$ cat config.mk
export PLATFORM = sky130hd
export DESIGN_NAME = bcb_back
export DESIGN_NICKNAME = d
export VERILOG_FILES = /design/src/hw/rtl/bcb_pkg.sv /design/src/hw/rtl/bcb_back.sv
export SDC_FILE = /design/constraint.sdc
export NUM_CORES = 1
export LEC_CHECK = 0
export ABC_AREA = 1
export BUFFER_PORTS_ARGS = -buffer_cell sky130_fd_sc_hd__buf_4
export CAP_MARGIN = 5
export CORE_ASPECT_RATIO = 1.4
export CORE_UTILIZATION = 34
export DETAILED_ROUTE_END_ITERATION = 10
export GPL_ROUTABILITY_DRIVEN = 0
export PLACE_DENSITY = 0.78
export REMOVE_ABC_BUFFERS = 1
export SLEW_MARGIN = 20
export SYNTH_ARGS = -nofsm -noshare
export SYNTH_HDL_FRONTEND = slang
export SYNTH_SLANG_ARGS = --single-unit
$ cat constraint.sdc
create_clock -name clk -period 1.05 [get_ports clk]
set_input_delay 0.1575 -clock clk [delete_from_list [all_inputs] [get_ports clk]]
set_output_delay 0.1575 -clock clk [all_outputs]
set_load 0.03 [all_outputs]
$ cat src/hw/rtl/bcb_pkg.sv
// Shared types, constants and arithmetic helpers of the background color blend unit.
// No dependencies; every other file of the block imports this package.
package bcb_pkg;

    localparam int FRONT_STAGES = 3;
    localparam int DIV_STAGES  = 6;
    localparam int DIV_BITS    = 3;
    localparam int DIV_W       = DIV_STAGES * DIV_BITS;
    // Total number of register stages from input to output.
    localparam int NUM_STAGES  = FRONT_STAGES + DIV_STAGES + 1;

    // ceil(2^32 / 255): exact floor(x / 255) for every x below 2^24 that occurs here.
    localparam logic [24:0] RECIP_255 = 25'h1010102;

    typedef enum logic [3:0] {
        MODE_NONE     = 4'd0,
        MODE_SET      = 4'd1,
        MODE_MULTIPLY = 4'd2,
        MODE_LIGHTEN  = 4'd3,
        MODE_DARKEN   = 4'd4,
        MODE_SCREEN   = 4'd5,
        MODE_DODGE    = 4'd6,
        MODE_CBURN    = 4'd7,
        MODE_ADD      = 4'd8,
        MODE_ADDA     = 4'd9,
        MODE_BURN     = 4'd10,
        MODE_OVERLAY  = 4'd11,
        MODE_ALPHA    = 4'd12,
        MODE_DEFAULT  = 4'd13
    } mode_t;

    // How the final stage forms a channel from the divider output.
    typedef enum logic [1:0] {
        KIND_DIRECT,
        KIND_DODGE,
        KIND_CBURN,
        KIND_ALPHA
    } kind_t;

    typedef struct packed {
        kind_t       kind;
        logic [7:0]  direct;
        logic [7:0]  den;
        logic [7:0]  rem;
        logic [DIV_W-1:0] nq;
    } chan_div_t;

    typedef struct packed {
        chan_div_t [2:0] ch;
        logic [7:0]      alpha;
    } pix_div_t;

    // Load enables of the pipeline stages, by section.
    typedef struct packed {
        logic [FRONT_STAGES-1:0] front;
        logic [DIV_STAGES-1:0]   div;
        logic                    back;
    } bcb_adv_t;

    function automatic logic [15:0] div255(input logic [23:0] x);
        logic [48:0] prod;
        prod = {25'd0, x} * {24'd0, RECIP_255};
        return prod[47:32];
    endfunction

    // DIV_BITS steps of restoring division; numerator bits leave the top of nq
    // while quotient bits enter at the bottom.
    function automatic chan_div_t div_step(input chan_div_t s);
        chan_div_t  r;
        logic [8:0] part;
        r = s;
        for (int i = 0; i < DIV_BITS; i++) begin
            part = {r.rem, r.nq[DIV_W-1]};
            if (part >= {1'b0, r.den}) begin
                part = part - {1'b0, r.den};
                r.nq = {r.nq[DIV_W-2:0], 1'b1};
            end
            else begin
                r.nq = {r.nq[DIV_W-2:0], 1'b0};
            end
            r.rem = part[7:0];
        end
        return r;
    endfunction

endpackage

$ cat src/hw/rtl/bcb_back.sv
// Back section: forms each channel from the quotient or the direct value, then the output register.
// Depends on bcb_pkg.
module bcb_back (
    input  logic              clk,
    input  bcb_pkg::bcb_adv_t adv,
    input  bcb_pkg::pix_div_t din,
    output logic [7:0]        out_red,
    output logic [7:0]        out_green,
    output logic [7:0]        out_blue,
    output logic [7:0]        out_alpha
);
    import bcb_pkg::*;

    logic [2:0][7:0] chan_reg, chan_next;
    logic [7:0]      alpha_reg;

    always_comb
    begin
        logic [DIV_W-1:0] q;
        for (int c = 0; c < 3; c++) begin
            q = din.ch[c].nq;
            case (din.ch[c].kind)
                KIND_DODGE: chan_next[c] = (q > DIV_W'(255)) ? 8'd255 : q[7:0];
                KIND_CBURN: chan_next[c] = (q > DIV_W'(255)) ? 8'd0 : 8'd255 - q[7:0];
                KIND_ALPHA: chan_next[c] = q[7:0];
                default:    chan_next[c] = din.ch[c].direct;
            endcase
        end
    end

    always_ff @(posedge clk)
    begin
        if (adv.back)
        begin
            chan_reg  <= chan_next;
            alpha_reg <= din.alpha;
        end
    end

    assign out_red   = chan_reg[0];
    assign out_green = chan_reg[1];
    assign out_blue  = chan_reg[2];
    assign out_alpha = alpha_reg;

endmodule

==> impl_metrics.tcl, run 1 <==
set metrics [dict create \
    critical_path_arrival_ns 0.85 \
    nNetsFinal 559 \
    pre_cts_ws_ns -0.181 \
    clockBufferDepth 2 \
    finalMaxSlewViolations 0 \
    drt-total-wl_mm 5.20 \
    hp-class "input pin to register" \
    finalSetupViolations 0 \
    synth_warnings 0 \
    crit_path_end_kind "primary output" \
    dp_hpwl_mm 4.17 \
    via_count 2146 \
    utilization_pct 56.9 \
    grt_pass1_wl_mm 8.36 \
    yosys.area.top_type "edfxtp_1" \
    clock-sinks 32 \
    outcome "finished clean" \
    antenna_cells 0 \
    crit_required_ns 0.89 \
    p_leak_nw 1.66 \
    synthTopCellsByArea "edfxtp_1, nand2_1, nor2_1, nand3_1, inv_1" \
    drc 0 \
    syn_inst 272 \
    rsz0062_at_grt "true" \
    slew_headroom_pct 60.2 \
    die_area_mm2 0.00628 \
    num_rows 32 \
    ff_latch_area_um2 961 \
    crit_family "flip-flops" \
    drive_gt1_share_pct 38.6 \
    grt_max_degree 33 \
    layout_commonest_cell "buf_4" \
    period_minus_slack_ns 1.01 \
    coreArea_mm2 0.00565 \
    ant_nets 0 \
    peakVddDrop_v 0.000553 \
    cts_tree "built" \
    crit_chain "buf_6" \
    start_util_pct 35.9 \
    cts_inserted_buffers 5 \
    crit_slowest_cell "edfxtp_1" \
    whs_ns 0.0489 \
    clockRootBuffer "clkbuf_8" \
    synth_seq_area_share_pct 47.4 \
    multi_input_area_um2 897 \
    final.fill_count 520 \
    first_pass_iters 4 \
    die_w_um 67.3 \
    portBuffers 125 \
    die_h_um 93.4 \
    grt_pass1_vias 2080 \
    antenna_found_initial 0 \
    path_clk_slew_ns 0.07 \
    finalCritPeriodShare_pct 95.9 \
    tightest_slew_ns 0.595 \
    synth.distinct_cells 11 \
    grt_overflow 0 \
    powerDensity_mw_per_mm2 1170 \
    startpoint_type "register" \
    post_cts.repair.setup_buffers 0 \
    syn-mean-instance-area_um2 7.45 \
    max_freq_ghz 0.993 \
    drv_cap 0 \
    critPathBufInv 1 \
    final_cell_area_mm2 0.00321 \
    syn_area_mm2 0.00203 \
    ios 183 \
    place_area_mm2 0.00309 \
    htree_levels 2 \
    drtIter0Drc 99 \
    post_drt_wl_per_cell_um 10.9 \
    slowest_delay_ns 0.41 \
    yosysTopAreaCellShare_pct 47.4 \
    crit_fanout 1 \
    setup_ws_ns 0.0428 \
    vias_per_cell 4.50 \
    mostFrequentLayoutCells "buf_4, nand2_1, nor2_1" \
    postSynthRegisterBits 32 \
    area_growth_syn_to_layout_pct 58.4 \
    hold_viol_final 0 \
    crit_type "register to primary output" \
    grt_util_all_layers_pct 17.3 \
]
[stage by stage]
step	instances	setup TNS, ns	power (mW)
4_1_cts	477	0	3.78
6_report	477	0	3.74
2_1_floorplan	272	0	2.10
3_3_place_gp	469	-3.30	2.61
3_5_place_dp	469	-3.76	2.63
5_1_grt	477	-0.000101	3.93
[flip-flops by register name (all words and copies together) (netlist names)]
| signal | cells |
|---|---|
| out_green | 8 |
| out_red | 8 |
| out_alpha | 8 |
| out_blue | 8 |
[cells in the mapped netlist (all sizes together)]
| library cell | count |
|---|---|
| nand2 | 126 |
| nor2 | 48 |
| inv | 33 |
| edfxtp | 32 |
| nand3 | 27 |
| bufinv | 3 |
| o21bai | 3 |
[path summary, 6_finish.rpt]
check / startpoint / endpoint / slack (ns) / cells after the start
worst min-delay path: din[2] / out_alpha[2] / 0.05 / 1
worst max-delay path: out_red[4] / out_red[4] / 0.04 / 1
[layout make-up]
class / count / share of cell area, %
sequential: 32 / 29.9
inverter: 36 / 5.49
clock inverter: 3 / 1.17
timing repair buffer: 129 / 30.7
tap: 68 / 2.65
multi-input combinational: 204 / 27.9
clock buffer: 5 / 2.14
[power by group]
part / switching [mW] / internal, mW / total [mW]
combinational: 0.542 / 0.488 / 1.03
sequential: 0.0315 / 1.54 / 1.57
clock: 0.448 / 0.690 / 1.14
[kinds of logic after synthesis]
logic type	synth area share, %
flip-flops	47.4
AO/OA/AOI/OAI	2.78
AND/OR/NAND/NOR	41.1
buffers and inverters	8.70
[metal layers]
layer | global-route usage, % | vias up | routed length, um
met4 | 6.56 | 0 | 102
met3 | 7.07 | 8 | 569
li1 | - | 1118 | -
met2 | 30.6 | 91 | 2760
met1 | 17.5 | 929 | 1770
met5 | 0 | - | 0
[repair_timing]
action,CTS,global route
resized for setup,0,3
endpoints found under the setup margin,0,2
hold buffers,0,0
Power figures use the tool's default switching activity.
==> inputs of run 2 (changes only) <==
CORE_UTILIZATION = 38   (was 34)
PLACE_DENSITY = 0.83   (was 0.78)
clock period = 1.1 ns   (was 1.05 ns; I/O delays follow)
==> run 2 against run 1 <==
Die area is 10% lower; critical path depth unchanged; first-iteration DRC count is 28% higher; combinational power fell by 5%; critical endpoint is now out_red[7]; largest cell class is now sequential cells.
==> impl_metrics.tcl, run 2 (synthesis results as in run 1) <==
set metrics [dict create \
    crit_type "register to primary output" \
    power.total_mw 3.30 \
    crit_required_ns 0.94 \
    crit_fanout 1 \
    grt_util_all_layers_pct 18.3 \
    ios 183 \
    wl_met1_mm 1.90 \
    antenna_found_initial 0 \
    final.fill_count 485 \
    post_drt_wl_per_cell_um 10.6 \
    rsz0062_at_grt "false" \
    outcome "finished clean" \
    via_count 2145 \
    first_pass_iters 5 \
    die_w_um 63.7 \
    powerDensity_mw_per_mm2 1050 \
    routed.top_layer "met4" \
    max_freq_ghz 0.990 \
    cts_inserted_buffers 5 \
    nNetsFinal 557 \
    finalCritPeriodShare_pct 91.8 \
    finalSetupViolations 0 \
    hp-class "input pin to register" \
    period_minus_slack_ns 1.01 \
    critPathBufInv 1 \
    clock-sinks 32 \
    die_area_mm2 0.00563 \
    tightest_slew_ns 0.560 \
    met2_length_mm 2.60 \
    cts_resized 0 \
    drv_cap 0 \
    drt-total-wl_mm 5.01 \
    grt_pass1_vias 1950 \
    slowest_delay_ns 0.39 \
    crit_slowest_cell "edfxtp_1" \
    cts_tree "built" \
    path_clk_slew_ns 0.07 \
    hold_viol_final 0 \
    grt_pass1_wl_mm 8.05 \
    area_growth_syn_to_layout_pct 55.2 \
    htree_levels 2 \
    grt_max_degree 33 \
    die_h_um 88.4 \
    mostFrequentLayoutCells "buf_4, nand2_1, nor2_1" \
    layout_commonest_cell "buf_4" \
    peakVddDrop_v 0.000559 \
    clockBufferDepth 2 \
    finalMaxSlewViolations 0 \
    drive_gt1_share_pct 38.1 \
    dpl.cell_count 465 \
    wl_met3_um 424 \
    p_leak_nw 1.64 \
    antenna_cells 0 \
    num_rows 31 \
    drtIter0Drc 127 \
    vias_per_cell 4.53 \
    post_cts.repair.setup_buffers 0 \
    crit_chain "buf_4" \
    ant_nets 0 \
    portBuffers 125 \
    clockRootBuffer "clkbuf_8" \
    cts_hold_buf 0 \
    stdcell_count 473 \
    coreArea_mm2 0.00516 \
    drc 0 \
    grt_overflow 0 \
    crit_family "flip-flops" \
    critical_path_arrival_ns 0.85 \
    utilization_pct 61.0 \
    dp_hpwl_mm 4.07 \
    slew_headroom_pct 62.5 \
    crit_path_end_kind "primary output" \
    startpoint_type "register" \
    start_util_pct 39.3 \
]
## run 2: cell types whose count changed in the layout (fill, tap and decap cells not counted), sizes merged
cell,change
clkinv,+1
buf,-2
bufinv,-1
## run 2: layout make-up
class	count	area [um^2]	area share (%)
clock buffer	5	68.8	2.19
multi-input combinational	204	890	28.3
clock inverter	3	13.8	0.438
sequential	32	961	30.5
timing repair buffer	127	953	30.3
tap	66	82.6	2.63
inverter	36	176	5.61
## run 2: per-stage QoR
step,hold slack [ns],cell area (um^2),setup slack [ns],TNS [ns]
global route,0.0442,3150,0.0502,0
floorplan,0.264,2030,0.111,0
detailed placement,0.345,3060,-0.172,-3.10
finish,0.0671,3150,0.0897,0
CTS,0.0576,3150,0.0712,0
global placement,0.344,3060,-0.110,-2.29
## run 2: metal layers
metal,up-vias,global-route usage (%)
met5,-,0
met4,0,7.64
met3,7,4.51
met2,107,32.8
met1,920,20.6
li1,1111,-
## run 2: final timing paths
check             startpoint      endpoint  slack [ns]  depth (start not counted)
hold / removal        din[5]  out_alpha[5]        0.07                          1
setup / recovery  out_red[7]    out_red[7]        0.09                          1
## run 2: where the power goes
part           switching, mW  internal (mW)
Sequential            0.0280           1.47
Combinational          0.524          0.455
Clock                  0.397          0.428
Total                  0.949           2.36
==> inputs of run 3 (changes only) <==
CORE_MARGIN = 2   (was default)
==> run 3 against run 2 <==
Critical path depth unchanged; clock power down 0.6%; die area rose by 5.5%; global-route usage decreased by 1.4 points; count of clock-buffer cells in the layout unchanged; setup slack better by 0.0093 ns; sequential power hardly changed; critical path type unchanged; fmax up 0.93%; wire length rose by 3.3%.
==> impl_metrics.tcl, run 3 (synthesis results as in run 1) <==
set metrics [dict create \
    finalCritPeriodShare_pct 91.0 \
    tightest_slew_ns 0.608 \
    drive_gt1_share_pct 38.2 \
    multi_input_area_um2 890 \
    p_leak_nw 1.64 \
    die_w_um 65.7 \
    start_util_pct 39.3 \
    cts_tree "built" \
    period_minus_slack_ns 1.00 \
    ant_nets 0 \
    whs_ns 0.0685 \
    ios 183 \
    crit_chain "buf_4" \
    powerDensity_mw_per_mm2 1050 \
    portBuffers 125 \
    htree_levels 2 \
    coreArea_mm2 0.00516 \
    dp_hpwl_mm 4.28 \
    hp-class "input pin to register" \
    drc 0 \
    holdCritStartpoint "din[4]" \
    antenna_cells 0 \
    cts_resized 0 \
    cts_inserted_buffers 5 \
    grt_util_all_layers_pct 16.9 \
    hold_depth 1 \
    grt_overflow 0 \
    num_rows 31 \
    crit_path_end_kind "primary output" \
    clock-sinks 32 \
    via_count 2136 \
    drv_cap 0 \
    critical_path_arrival_ns 0.84 \
    ff_latch_area_um2 961 \
    crit_slowest_cell "edfxtp_1" \
    rsz0062_at_grt "false" \
    final.fill_count 490 \
    grt_pass1_vias 1932 \
    grt_pass1_wl_mm 7.94 \
    slew_headroom_pct 59.3 \
    clockBufferDepth 2 \
    drt-total-wl_mm 5.18 \
    outcome "finished clean" \
    cts_hold_buf 0 \
    die_area_mm2 0.00594 \
    slowest_delay_ns 0.38 \
    startpoint_type "register" \
    layout_commonest_cell "buf_4" \
    max_freq_ghz 0.999 \
    finalSetupViolations 0 \
    stdcell_count 474 \
    crit_required_ns 0.94 \
    drtIter0Drc 189 \
    utilization_pct 61.1 \
    crit_type "register to primary output" \
    clockRootBuffer "clkbuf_8" \
    grt_max_degree 33 \
    fin_tns_setup_ns 0 \
    nNetsFinal 558 \
    first_pass_iters 5 \
    critPathBufInv 1 \
    min_to "out_alpha[4]" \
    vias_per_cell 4.51 \
    antenna_found_initial 0 \
    hold_viol_final 0 \
    die_h_um 90.4 \
    crit_fanout 1 \
    dpl.cell_count 466 \
    crit_family "flip-flops" \
    mostFrequentLayoutCells "buf_4, nand2_1, nor2_1" \
    post_drt_wl_per_cell_um 10.9 \
    finalMaxSlewViolations 0 \
    peakVddDrop_v 0.000639 \
    path_clk_slew_ns 0.06 \
    post_cts.repair.setup_buffers 0 \
    area_growth_syn_to_layout_pct 55.6 \
]
==> run 3: cell count changes in the layout (fill, tap and decap cells not counted), sizes merged <==
cell,change
buf,+1
==> run 3: worst max path at each step <==
stage,from,to,depth (start not counted)
after floorplan,din[109],out_blue[0],6
after global placement,din[20],out_red[3],7
after detailed placement,din[111],out_blue[6],7
after CTS,out_alpha[3],out_alpha[3],1
after global routing,din[109],out_blue[6],7
final,out_alpha[3],out_alpha[3],1
==> run 3: area by class of cell <==
| class | instances | share of cell area, % |
|---|---|---|
| clock buffers | 5 | 2.18 |
| repair buffers | 128 | 30.5 |
| flip-flops and latches | 32 | 30.5 |
| clock inverters | 3 | 0.437 |
| well taps | 66 | 2.62 |
| inverters | 36 | 5.60 |
| multi-input cells | 204 | 28.2 |
==> run 3: layer usage <==
layer	vias up	wire length [um]	GRT usage, %	share of wire, %
li1	1111	-	-	-
met1	918	1900	19.3	37
met2	97	2640	30.1	51
met3	10	539	3.37	10
met4	0	94	6.08	1.8
met5	-	0	0	0
==> run 3: where the power goes <==
part / internal (mW) / switching, mW
Combinational: 0.456 / 0.526
Sequential: 1.47 / 0.0286
Clock: 0.428 / 0.392
==> run 3: metrics by stage <==
stage	area, um^2	total power, mW	setup WS, ns
2_1_floorplan	2030	2.00	0.111
3_3_place_gp	3070	2.49	-0.108
3_5_place_dp	3070	2.51	-0.138
4_1_cts	3150	3.34	0.0765
5_1_grt	3150	3.46	0.0361
6_report	3150	3.30	0.0990
