### src/hw/rtl/bcb_pkg.sv
// Shared types, constants and arithmetic helpers of the background color blend unit.
// No dependencies; every other file of the block imports this package.
package bcb_pkg;

    localparam int FRONT_STAGES = 3;
    localparam int DIV_STAGES  = 6;
    localparam int DIV_BITS    = 3;
    localparam int DIV_W       = DIV_STAGES * DIV_BITS;
    // Total number of register stages from input to output.
    localparam int NUM_STAGES  = FRONT_STAGES + DIV_STAGES + 1;

    // ceil(2^32 / 255): exact floor(x / 255) for every x below 2^24 that occurs here.
    localparam logic [24:0] RECIP_255 = 25'h1010102;

    typedef enum logic [3:0] {
        MODE_NONE     = 4'd0,
        MODE_SET      = 4'd1,
        MODE_MULTIPLY = 4'd2,
        MODE_LIGHTEN  = 4'd3,
        MODE_DARKEN   = 4'd4,
        MODE_SCREEN   = 4'd5,
        MODE_DODGE    = 4'd6,
        MODE_CBURN    = 4'd7,
        MODE_ADD      = 4'd8,
        MODE_ADDA     = 4'd9,
        MODE_BURN     = 4'd10,
        MODE_OVERLAY  = 4'd11,
        MODE_ALPHA    = 4'd12,
        MODE_DEFAULT  = 4'd13
    } mode_t;

    // How the final stage forms a channel from the divider output.
    typedef enum logic [1:0] {
        KIND_DIRECT,
        KIND_DODGE,
        KIND_CBURN,
        KIND_ALPHA
    } kind_t;

    typedef struct packed {
        kind_t       kind;
        logic [7:0]  direct;
        logic [7:0]  den;
        logic [7:0]  rem;
        logic [DIV_W-1:0] nq;
    } chan_div_t;

    typedef struct packed {
        chan_div_t [2:0] ch;
        logic [7:0]      alpha;
    } pix_div_t;

    // Load enables of the pipeline stages, by section.
    typedef struct packed {
        logic [FRONT_STAGES-1:0] front;
        logic [DIV_STAGES-1:0]   div;
        logic                    back;
    } bcb_adv_t;

    function automatic logic [15:0] div255(input logic [23:0] x);
        logic [48:0] prod;
        prod = {25'd0, x} * {24'd0, RECIP_255};
        return prod[47:32];
    endfunction

    // DIV_BITS steps of restoring division; numerator bits leave the top of nq
    // while quotient bits enter at the bottom.
    function automatic chan_div_t div_step(input chan_div_t s);
        chan_div_t  r;
        logic [8:0] part;
        r = s;
        for (int i = 0; i < DIV_BITS; i++) begin
            part = {r.rem, r.nq[DIV_W-1]};
            if (part >= {1'b0, r.den}) begin
                part = part - {1'b0, r.den};
                r.nq = {r.nq[DIV_W-2:0], 1'b1};
            end
            else begin
                r.nq = {r.nq[DIV_W-2:0], 1'b0};
            end
            r.rem = part[7:0];
        end
        return r;
    endfunction

endpackage

### src/hw/rtl/bcb_front.sv
// Front section: mode decode, products and divide-by-255 over three register stages.
// Depends on bcb_pkg; feeds the divider section.
module bcb_front (
    input  logic             clk,
    input  bcb_pkg::bcb_adv_t adv,
    input  logic [3:0]       default_mode,
    input  logic [3:0]       opcode,
    input  logic [7:0]       blend_alpha,
    input  logic [7:0]       old_red,
    input  logic [7:0]       old_green,
    input  logic [7:0]       old_blue,
    input  logic [7:0]       old_alpha,
    input  logic [7:0]       new_red,
    input  logic [7:0]       new_green,
    input  logic [7:0]       new_blue,
    output bcb_pkg::pix_div_t div_in
);
    import bcb_pkg::*;

    // Stage A
    mode_t             mode_a_reg, mode_a_next;
    logic [7:0]        a_a_reg;
    logic [7:0]        oa_a_reg;
    logic [15:0]       t_a_reg, t_a_next;
    logic [2:0][7:0]   o_a_reg, n_a_reg;
    logic [2:0][16:0]  prod_a_reg, prod_a_next;
    logic [2:0][15:0]  an_a_reg, an_a_next;

    // Stage B
    mode_t             mode_b_reg;
    logic [7:0]        oa_b_reg, ca_b_next, ca_b_reg;
    logic [2:0][7:0]   o_b_reg, n_b_reg;
    logic [2:0][8:0]   q1_b_reg, q1_b_next;
    logic [2:0][23:0]  ot_b_reg, ot_b_next;
    logic [2:0][15:0]  an_b_reg;

    // Stage C
    pix_div_t          div_in_reg, div_in_next;

    logic [2:0][7:0]   o_in, n_in;

    assign o_in = {old_blue, old_green, old_red};
    assign n_in = {new_blue, new_green, new_red};

    always_comb
    begin
        logic [3:0] raw;
        logic [8:0] x;
        logic [7:0] y;
        logic [7:0] w;
        raw = (opcode == MODE_DEFAULT) ? default_mode : opcode;
        case (raw)
            MODE_SET:      mode_a_next = MODE_SET;
            MODE_MULTIPLY: mode_a_next = MODE_MULTIPLY;
            MODE_LIGHTEN:  mode_a_next = MODE_LIGHTEN;
            MODE_DARKEN:   mode_a_next = MODE_DARKEN;
            MODE_SCREEN:   mode_a_next = MODE_SCREEN;
            MODE_DODGE:    mode_a_next = MODE_DODGE;
            MODE_CBURN:    mode_a_next = MODE_CBURN;
            MODE_ADD:      mode_a_next = MODE_ADD;
            MODE_ADDA:     mode_a_next = MODE_ADDA;
            MODE_BURN:     mode_a_next = MODE_BURN;
            MODE_OVERLAY:  mode_a_next = MODE_OVERLAY;
            MODE_ALPHA:    mode_a_next = MODE_ALPHA;
            default:       mode_a_next = MODE_NONE;
        endcase
        w = 8'd255 - blend_alpha;
        t_a_next = {8'd0, old_alpha} * {8'd0, w};
        for (int c = 0; c < 3; c++) begin
            case (mode_a_next)
                MODE_MULTIPLY: begin
                    x = {1'b0, n_in[c]};
                    y = o_in[c];
                end
                MODE_SCREEN: begin
                    x = {1'b0, 8'd255 - n_in[c]};
                    y = 8'd255 - o_in[c];
                end
                MODE_ADDA: begin
                    x = {1'b0, n_in[c]};
                    y = blend_alpha;
                end
                MODE_OVERLAY: begin
                    if (n_in[c] <= 8'd128) begin
                        x = {n_in[c], 1'b0};
                        y = o_in[c];
                    end
                    else begin
                        x = {8'd255 - n_in[c], 1'b0};
                        y = 8'd255 - o_in[c];
                    end
                end
                default: begin
                    x = 9'd0;
                    y = 8'd0;
                end
            endcase
            prod_a_next[c] = {8'd0, x} * {9'd0, y};
            an_a_next[c]   = {8'd0, n_in[c]} * {8'd0, blend_alpha};
        end
    end

    always_ff @(posedge clk)
    begin
        if (adv.front[0])
        begin
            mode_a_reg <= mode_a_next;
            a_a_reg    <= blend_alpha;
            oa_a_reg   <= old_alpha;
            t_a_reg    <= t_a_next;
            o_a_reg    <= o_in;
            n_a_reg    <= n_in;
            prod_a_reg <= prod_a_next;
            an_a_reg   <= an_a_next;
        end
    end

    always_comb
    begin
        logic [15:0] tq;
        logic [8:0]  ca_sum;
        logic [15:0] pq;
        tq = div255({8'd0, t_a_reg});
        ca_sum = {1'b0, a_a_reg} + {1'b0, tq[7:0]};
        ca_b_next = ca_sum[7:0];
        for (int c = 0; c < 3; c++) begin
            pq = div255({7'd0, prod_a_reg[c]});
            q1_b_next[c] = pq[8:0];
            ot_b_next[c] = {16'd0, o_a_reg[c]} * {8'd0, t_a_reg};
        end
    end

    always_ff @(posedge clk)
    begin
        if (adv.front[1])
        begin
            mode_b_reg <= mode_a_reg;
            oa_b_reg   <= oa_a_reg;
            ca_b_reg   <= ca_b_next;
            o_b_reg    <= o_a_reg;
            n_b_reg    <= n_a_reg;
            q1_b_reg   <= q1_b_next;
            ot_b_reg   <= ot_b_next;
            an_b_reg   <= an_a_reg;
        end
    end

    always_comb
    begin
        logic [7:0]  o;
        logic [7:0]  n;
        logic [8:0]  q1;
        logic [8:0]  sum;
        logic [8:0]  sa;
        logic [15:0] oq;
        logic [7:0]  dv;
        kind_t       kind;
        logic [7:0]  den;
        logic [DIV_W-1:0] num;
        div_in_next.alpha = (mode_b_reg == MODE_ALPHA && ca_b_reg != 8'd0) ? ca_b_reg : oa_b_reg;
        for (int c = 0; c < 3; c++) begin
            o    = o_b_reg[c];
            n    = n_b_reg[c];
            q1   = q1_b_reg[c];
            sum  = {1'b0, o} + {1'b0, n};
            sa   = {1'b0, o} + q1;
            oq   = div255(ot_b_reg[c]);
            kind = KIND_DIRECT;
            den  = 8'd1;
            num  = '0;
            case (mode_b_reg)
                MODE_SET:      dv = n;
                MODE_MULTIPLY: dv = q1[7:0];
                MODE_LIGHTEN:  dv = (o > n) ? o : n;
                MODE_DARKEN:   dv = (o < n) ? o : n;
                MODE_SCREEN:   dv = 8'd255 - q1[7:0];
                MODE_ADD:      dv = sum[8] ? 8'd255 : sum[7:0];
                MODE_ADDA:     dv = sa[8] ? 8'd255 : sa[7:0];
                MODE_BURN:     dv = (sum >= 9'd255) ? 8'(sum - 9'd255) : 8'd0;
                MODE_OVERLAY: begin
                    if (n <= 8'd128)
                        dv = q1[8] ? 8'd255 : q1[7:0];
                    else
                        dv = 8'd255 - q1[7:0];
                end
                MODE_DODGE: begin
                    dv = 8'd255;
                    if (o != 8'd255) begin
                        kind = KIND_DODGE;
                        den  = 8'd255 - o;
                        num  = {2'd0, n, 8'd0} - {10'd0, n};
                    end
                end
                MODE_CBURN: begin
                    dv = 8'd0;
                    if (n != 8'd0) begin
                        kind = KIND_CBURN;
                        den  = n;
                        num  = {2'd0, 8'd255 - o, 8'd0} - {10'd0, 8'd255 - o};
                    end
                end
                MODE_ALPHA: begin
                    dv = o;
                    if (ca_b_reg != 8'd0) begin
                        kind = KIND_ALPHA;
                        den  = ca_b_reg;
                        num  = {2'd0, an_b_reg[c]} + {2'd0, oq};
                    end
                end
                default:       dv = o;
            endcase
            div_in_next.ch[c].kind   = kind;
            div_in_next.ch[c].direct = dv;
            div_in_next.ch[c].den    = den;
            div_in_next.ch[c].rem    = 8'd0;
            div_in_next.ch[c].nq     = num;
        end
    end

    always_ff @(posedge clk)
    begin
        if (adv.front[2])
        begin
            div_in_reg <= div_in_next;
        end
    end

    assign div_in = div_in_reg;

endmodule

### config.mk
export PLATFORM = sky130hd
export DESIGN_NAME = bcb_front
export DESIGN_NICKNAME = d
export VERILOG_FILES = /design/src/hw/rtl/bcb_pkg.sv /design/src/hw/rtl/bcb_front.sv
export SDC_FILE = /design/constraint.sdc
export NUM_CORES = 2
export LEC_CHECK = 0
export BUFFER_PORTS_ARGS = -buffer_cell sky130_fd_sc_hd__buf_2
export CAP_MARGIN = 15
export CORE_MARGIN = 5
export CORE_UTILIZATION = 32
export DETAILED_ROUTE_END_ITERATION = 10
export GPL_TIMING_DRIVEN = 0
export PLACE_DENSITY = 0.5
export RECOVER_POWER = 100
export SYNTH_ARGS = -nofsm -noshare
export SYNTH_HDL_FRONTEND = slang
export SYNTH_SLANG_ARGS = --single-unit
### constraint.sdc
create_clock -name clk -period 8.3 [get_ports clk]
set_clock_uncertainty 0.15 [all_clocks]
set_input_delay 0.415 -clock clk [delete_from_list [all_inputs] [get_ports clk]]
set_output_delay 0.415 -clock clk [all_outputs]
set_load 0.02 [all_outputs]
==> out/summary.json <==
{
  "grt_start_max_net_pins": {"value": 116},
  "gr-total-overflow": {"value": 0},
  "number_of_warnings_printed_during_yosys_synthesis": {"value": 0},
  "status": {"value": "finished, violations left"},
  "clk_sinks": {"value": 514},
  "globalRouteTotalUtil": {"value": 0.192},
  "detailed_router_s_first_iteration_violation_count": {"value": 3603},
  "synth_flop_cell": {"value": "sky130_fd_sc_hd__edfxtp_1"},
  "portBuffers": {"value": 191},
  "dp.final_hpwl": {"value": 180, "unit": "mm"},
  "io_pins": {"value": 223},
  "total_clock_buffers_created_by_cts": {"value": 68},
  "clk-insertion-delay-late": {"value": 0.69, "unit": "ns"},
  "violations_in_the_final_reports": {"value": "max-capacitance violations, max-slew violations"},
  "synth_area_leaders": {"value": "sky130_fd_sc_hd__ha_1 25%, sky130_fd_sc_hd__edfxtp_1 23%, sky130_fd_sc_hd__fa_1 17%"},
  "critical_path_arrival": {"value": 8.10, "unit": "ns"},
  "fillers": {"value": 21471},
  "global_route_wire_length_before_repair": {"value": 324, "unit": "mm"},
  "worstSetupEndpointType": {"value": "flip-flop"},
  "setup_viol": {"value": 0},
  "crit_path_cell_trace": {"value": "ha_1 -> ha_1 -> ha_1 -> fa_1 -> ha_1 -> ha_1 -> a21oi_1 -> o21ai_0 -> nor4_1 -> o21ai_0 -> a21oi_1 -> o21ba_1 -> o21bai_1 -> xor2_1 -> ha_1 -> a21o_1 -> a21oi_1 -> o21bai_1 -> a211o_1 -> nand2_1 -> o21ai_0 -> o31ai_1 -> xor2_1 -> o21ai_0"},
  "worstHoldPathType": {"value": "primary input to flip-flop"},
  "ys_seq_elements": {"value": 514},
  "worst-setup-path-type": {"value": "flip-flop to flip-flop"},
  "wl_per_cell": {"value": 21.5, "unit": "µm"},
  "timing.critical_path.slowest_stage_cell": {"value": "sky130_fd_sc_hd__o21ai_0"},
  "die_width": {"value": 470, "unit": "µm"},
  "drt_wl_total": {"value": 216, "unit": "mm"},
  "finalCriticalPeriod": {"value": 7.93, "unit": "ns"},
  "area.growth.synth_to_final": {"value": 10.9, "unit": "%"},
  "count_of_mapped_cells_out_of_synthesis": {"value": 6814},
  "timing.final.crit_share": {"value": 0.955},
  "largest_register_ffs": {"value": 116},
  "grt_setup_unrepaired": {"value": "false"},
  "die-area": {"value": 221000, "unit": "µm²"},
  "core_area": {"value": 210000, "unit": "µm²"},
  "max_root_sink_buffers": {"value": 3},
  "detailroute.via_count": {"value": 50938},
  "max_freq": {"value": 126, "unit": "MHz"},
  "gp_routability_congestion": {"value": 0.937},
  "number_of_different_library_cells_in_the_post_synthesis_netlist": {"value": 95},
  "synth_top_area_cell": {"value": "sky130_fd_sc_hd__ha_1"},
  "via_per_inst": {"value": 5.07},
  "antenna_found_initial": {"value": 26},
  "setup_total_neg_slack": {"value": 0, "unit": "ns"},
  "hold_viol": {"value": 0},
  "max_stage_delay": {"value": 0.83, "unit": "ns"},
  "floorplan.initialDensity": {"value": 0.322},
  "synthArstFlopShare": {"value": 0},
  "postCtsResizedCells": {"value": 0},
  "max-cap-violations": {"value": 7},
  "finalMaxSlewViolations": {"value": 534},
  "nets": {"value": 9191},
  "drt_drc_violations_left": {"value": 0},
  "clk_transition_reported_paths": {"value": 0.06, "unit": "ns"},
  "worst_ep_required_time": {"value": 8.47, "unit": "ns"},
  "cts.htree.levels": {"value": 3},
  "firstDrtPassIters": {"value": 5},
  "clk_root_buffer_cell": {"value": "sky130_fd_sc_hd__clkbuf_16"},
  "tritoncts": {"value": "yes"},
  "grt_pass1_vias": {"value": 51733},
  "netlist_area": {"value": 67700, "unit": "µm²"},
  "die_height": {"value": 470, "unit": "µm"},
  "max_slew_margin": {"value": -3.10},
  "max_slew.worst_pin.slew": {"value": 6.15, "unit": "ns"},
  "start_kind": {"value": "flip-flop"},
  "antenna_violating_nets_post_route": {"value": 0},
  "post_route_cells_drive_above_1_share": {"value": 0.0339},
  "crit_top_cell": {"value": "sky130_fd_sc_hd__ha_1"},
  "syn_area_per_cell": {"value": 9.94, "unit": "µm²"},
  "synth_top_area_share": {"value": 0.249},
  "row_count": {"value": 168},
  "critPathMaxFanout": {"value": 4},
  "synth-edff-count": {"value": 514},
  "synth-seq-area-share": {"value": 0.228}
}
-- logic make-up after synthesis --
logic type	count (synthesis)	synth area share
adder cells (fa/ha/maj)	1937	0.423
AND/OR/NAND/NOR	1835	0.131
AO/OA/AOI/OAI	1110	0.112
buffers and inverters	1078	0.0616
flip-flops	514	0.228
XOR/XNOR	315	0.0407
multiplexers	24	0.00360
other	1	0.0000554
-- path summary, 6_finish.rpt --
check          startpoint             to  slack [ns]  depth (start not counted)
max          ot_b_reg[60]    div_in[108]        0.37                         24
min             opcode[3]  mode_a_reg[3]        0.13                          3
max reg2reg  ot_b_reg[60]    div_in[108]        0.37                         24
min reg2reg   an_a_reg[7]    an_b_reg[7]        0.24                          0
-- cell usage after synthesis, drive strengths merged (15+ instances only) --
| library cell | count |
|---|---|
| o31ai | 30 |
| xor2 | 83 |
| and3 | 37 |
| o211ai | 29 |
| nor2 | 485 |
| nor4 | 19 |
| or3 | 15 |
| nand4 | 35 |
| xnor2 | 232 |
| a21o | 103 |
| a221oi | 31 |
| nor3 | 77 |
| a21boi | 29 |
| inv | 877 |
| nor2b | 86 |
| nand2b | 69 |
| a31oi | 28 |
| fa | 590 |
| buf | 46 |
| ha | 1347 |
| o21ai | 228 |
| o21bai | 44 |
| and2 | 325 |
| o221ai | 39 |
| nand3 | 105 |
| or2 | 52 |
| a211oi | 24 |
| o21a | 47 |
| a21oi | 308 |
| nand2 | 501 |
| mux2i | 21 |
| clkbuf | 155 |
| edfxtp | 514 |
-- metrics by stage --
stage	util	cell area, µm²	instances	hold WS (ns)	setup WS (ns)
final	0.358	75200	10043	0.127	0.373
after global routing	0.357	75100	10030	0.0959	0.0940
after CTS	0.359	75500	10027	0.0246	0.332
after detailed placement	0.345	72400	9841	0.255	0.351
after global placement	0.344	72300	9836	0.252	0.375
after floorplan	-	67800	6840	0.250	1.93
-- cells in the final DEF, fill, tap and decap left out, types with 83 or more instances in the layout --
cell / count
sky130_fd_sc_hd__ha_1: 1347
sky130_fd_sc_hd__inv_1: 877
sky130_fd_sc_hd__fa_1: 590
sky130_fd_sc_hd__edfxtp_1: 514
sky130_fd_sc_hd__nand2_1: 501
sky130_fd_sc_hd__nor2_1: 485
sky130_fd_sc_hd__clkbuf_1: 348
sky130_fd_sc_hd__and2_1: 296
sky130_fd_sc_hd__a21oi_1: 278
sky130_fd_sc_hd__xnor2_1: 232
sky130_fd_sc_hd__o21ai_0: 219
sky130_fd_sc_hd__nand3_1: 105
sky130_fd_sc_hd__a21o_1: 103
sky130_fd_sc_hd__nor2b_1: 86
sky130_fd_sc_hd__xor2_1: 83
-- critical path, delay by kind of cell (launching register included) --
kind,cells,cell delay (ns)
fa+ha+maj,7,2.28
xor+xnor,2,0.32
flops,1,0.52
simple gates,2,0.73
compound gates,13,3.59
-- repair_timing --
action	4_1_cts	5_1_grt
endpoints found under the hold margin	65	0
hold buffers	64	0
setup buffers	0	0
-- final cells by class --
| class | count | area [µm²] | share of cell area |
|---|---|---|---|
| diodes | 15 | 37.5 | 0.000499 |
| plain buffers | 201 | 872 | 0.0116 |
| clock buffers | 73 | 1760 | 0.0235 |
| clock inverters | 49 | 654 | 0.00871 |
| inverters | 877 | 3290 | 0.0438 |
| multi-input cells | 5248 | 48200 | 0.641 |
| flip-flops and latches | 514 | 15400 | 0.205 |
| well taps | 2805 | 3510 | 0.0467 |
| repair buffers | 261 | 1400 | 0.0187 |
-- layer usage --
layer	global-route usage	vias to the layer above	share of wire
li1	-	24191	-
met1	0.262	25158	0.45
met2	0.307	1305	0.44
met3	0.0241	278	0.056
met4	0.0830	6	0.053
met5	0	-	0.00014
Power is not shown: default switching activity piles up to over one toggle a cycle in this logic, so the estimate is an artifact.
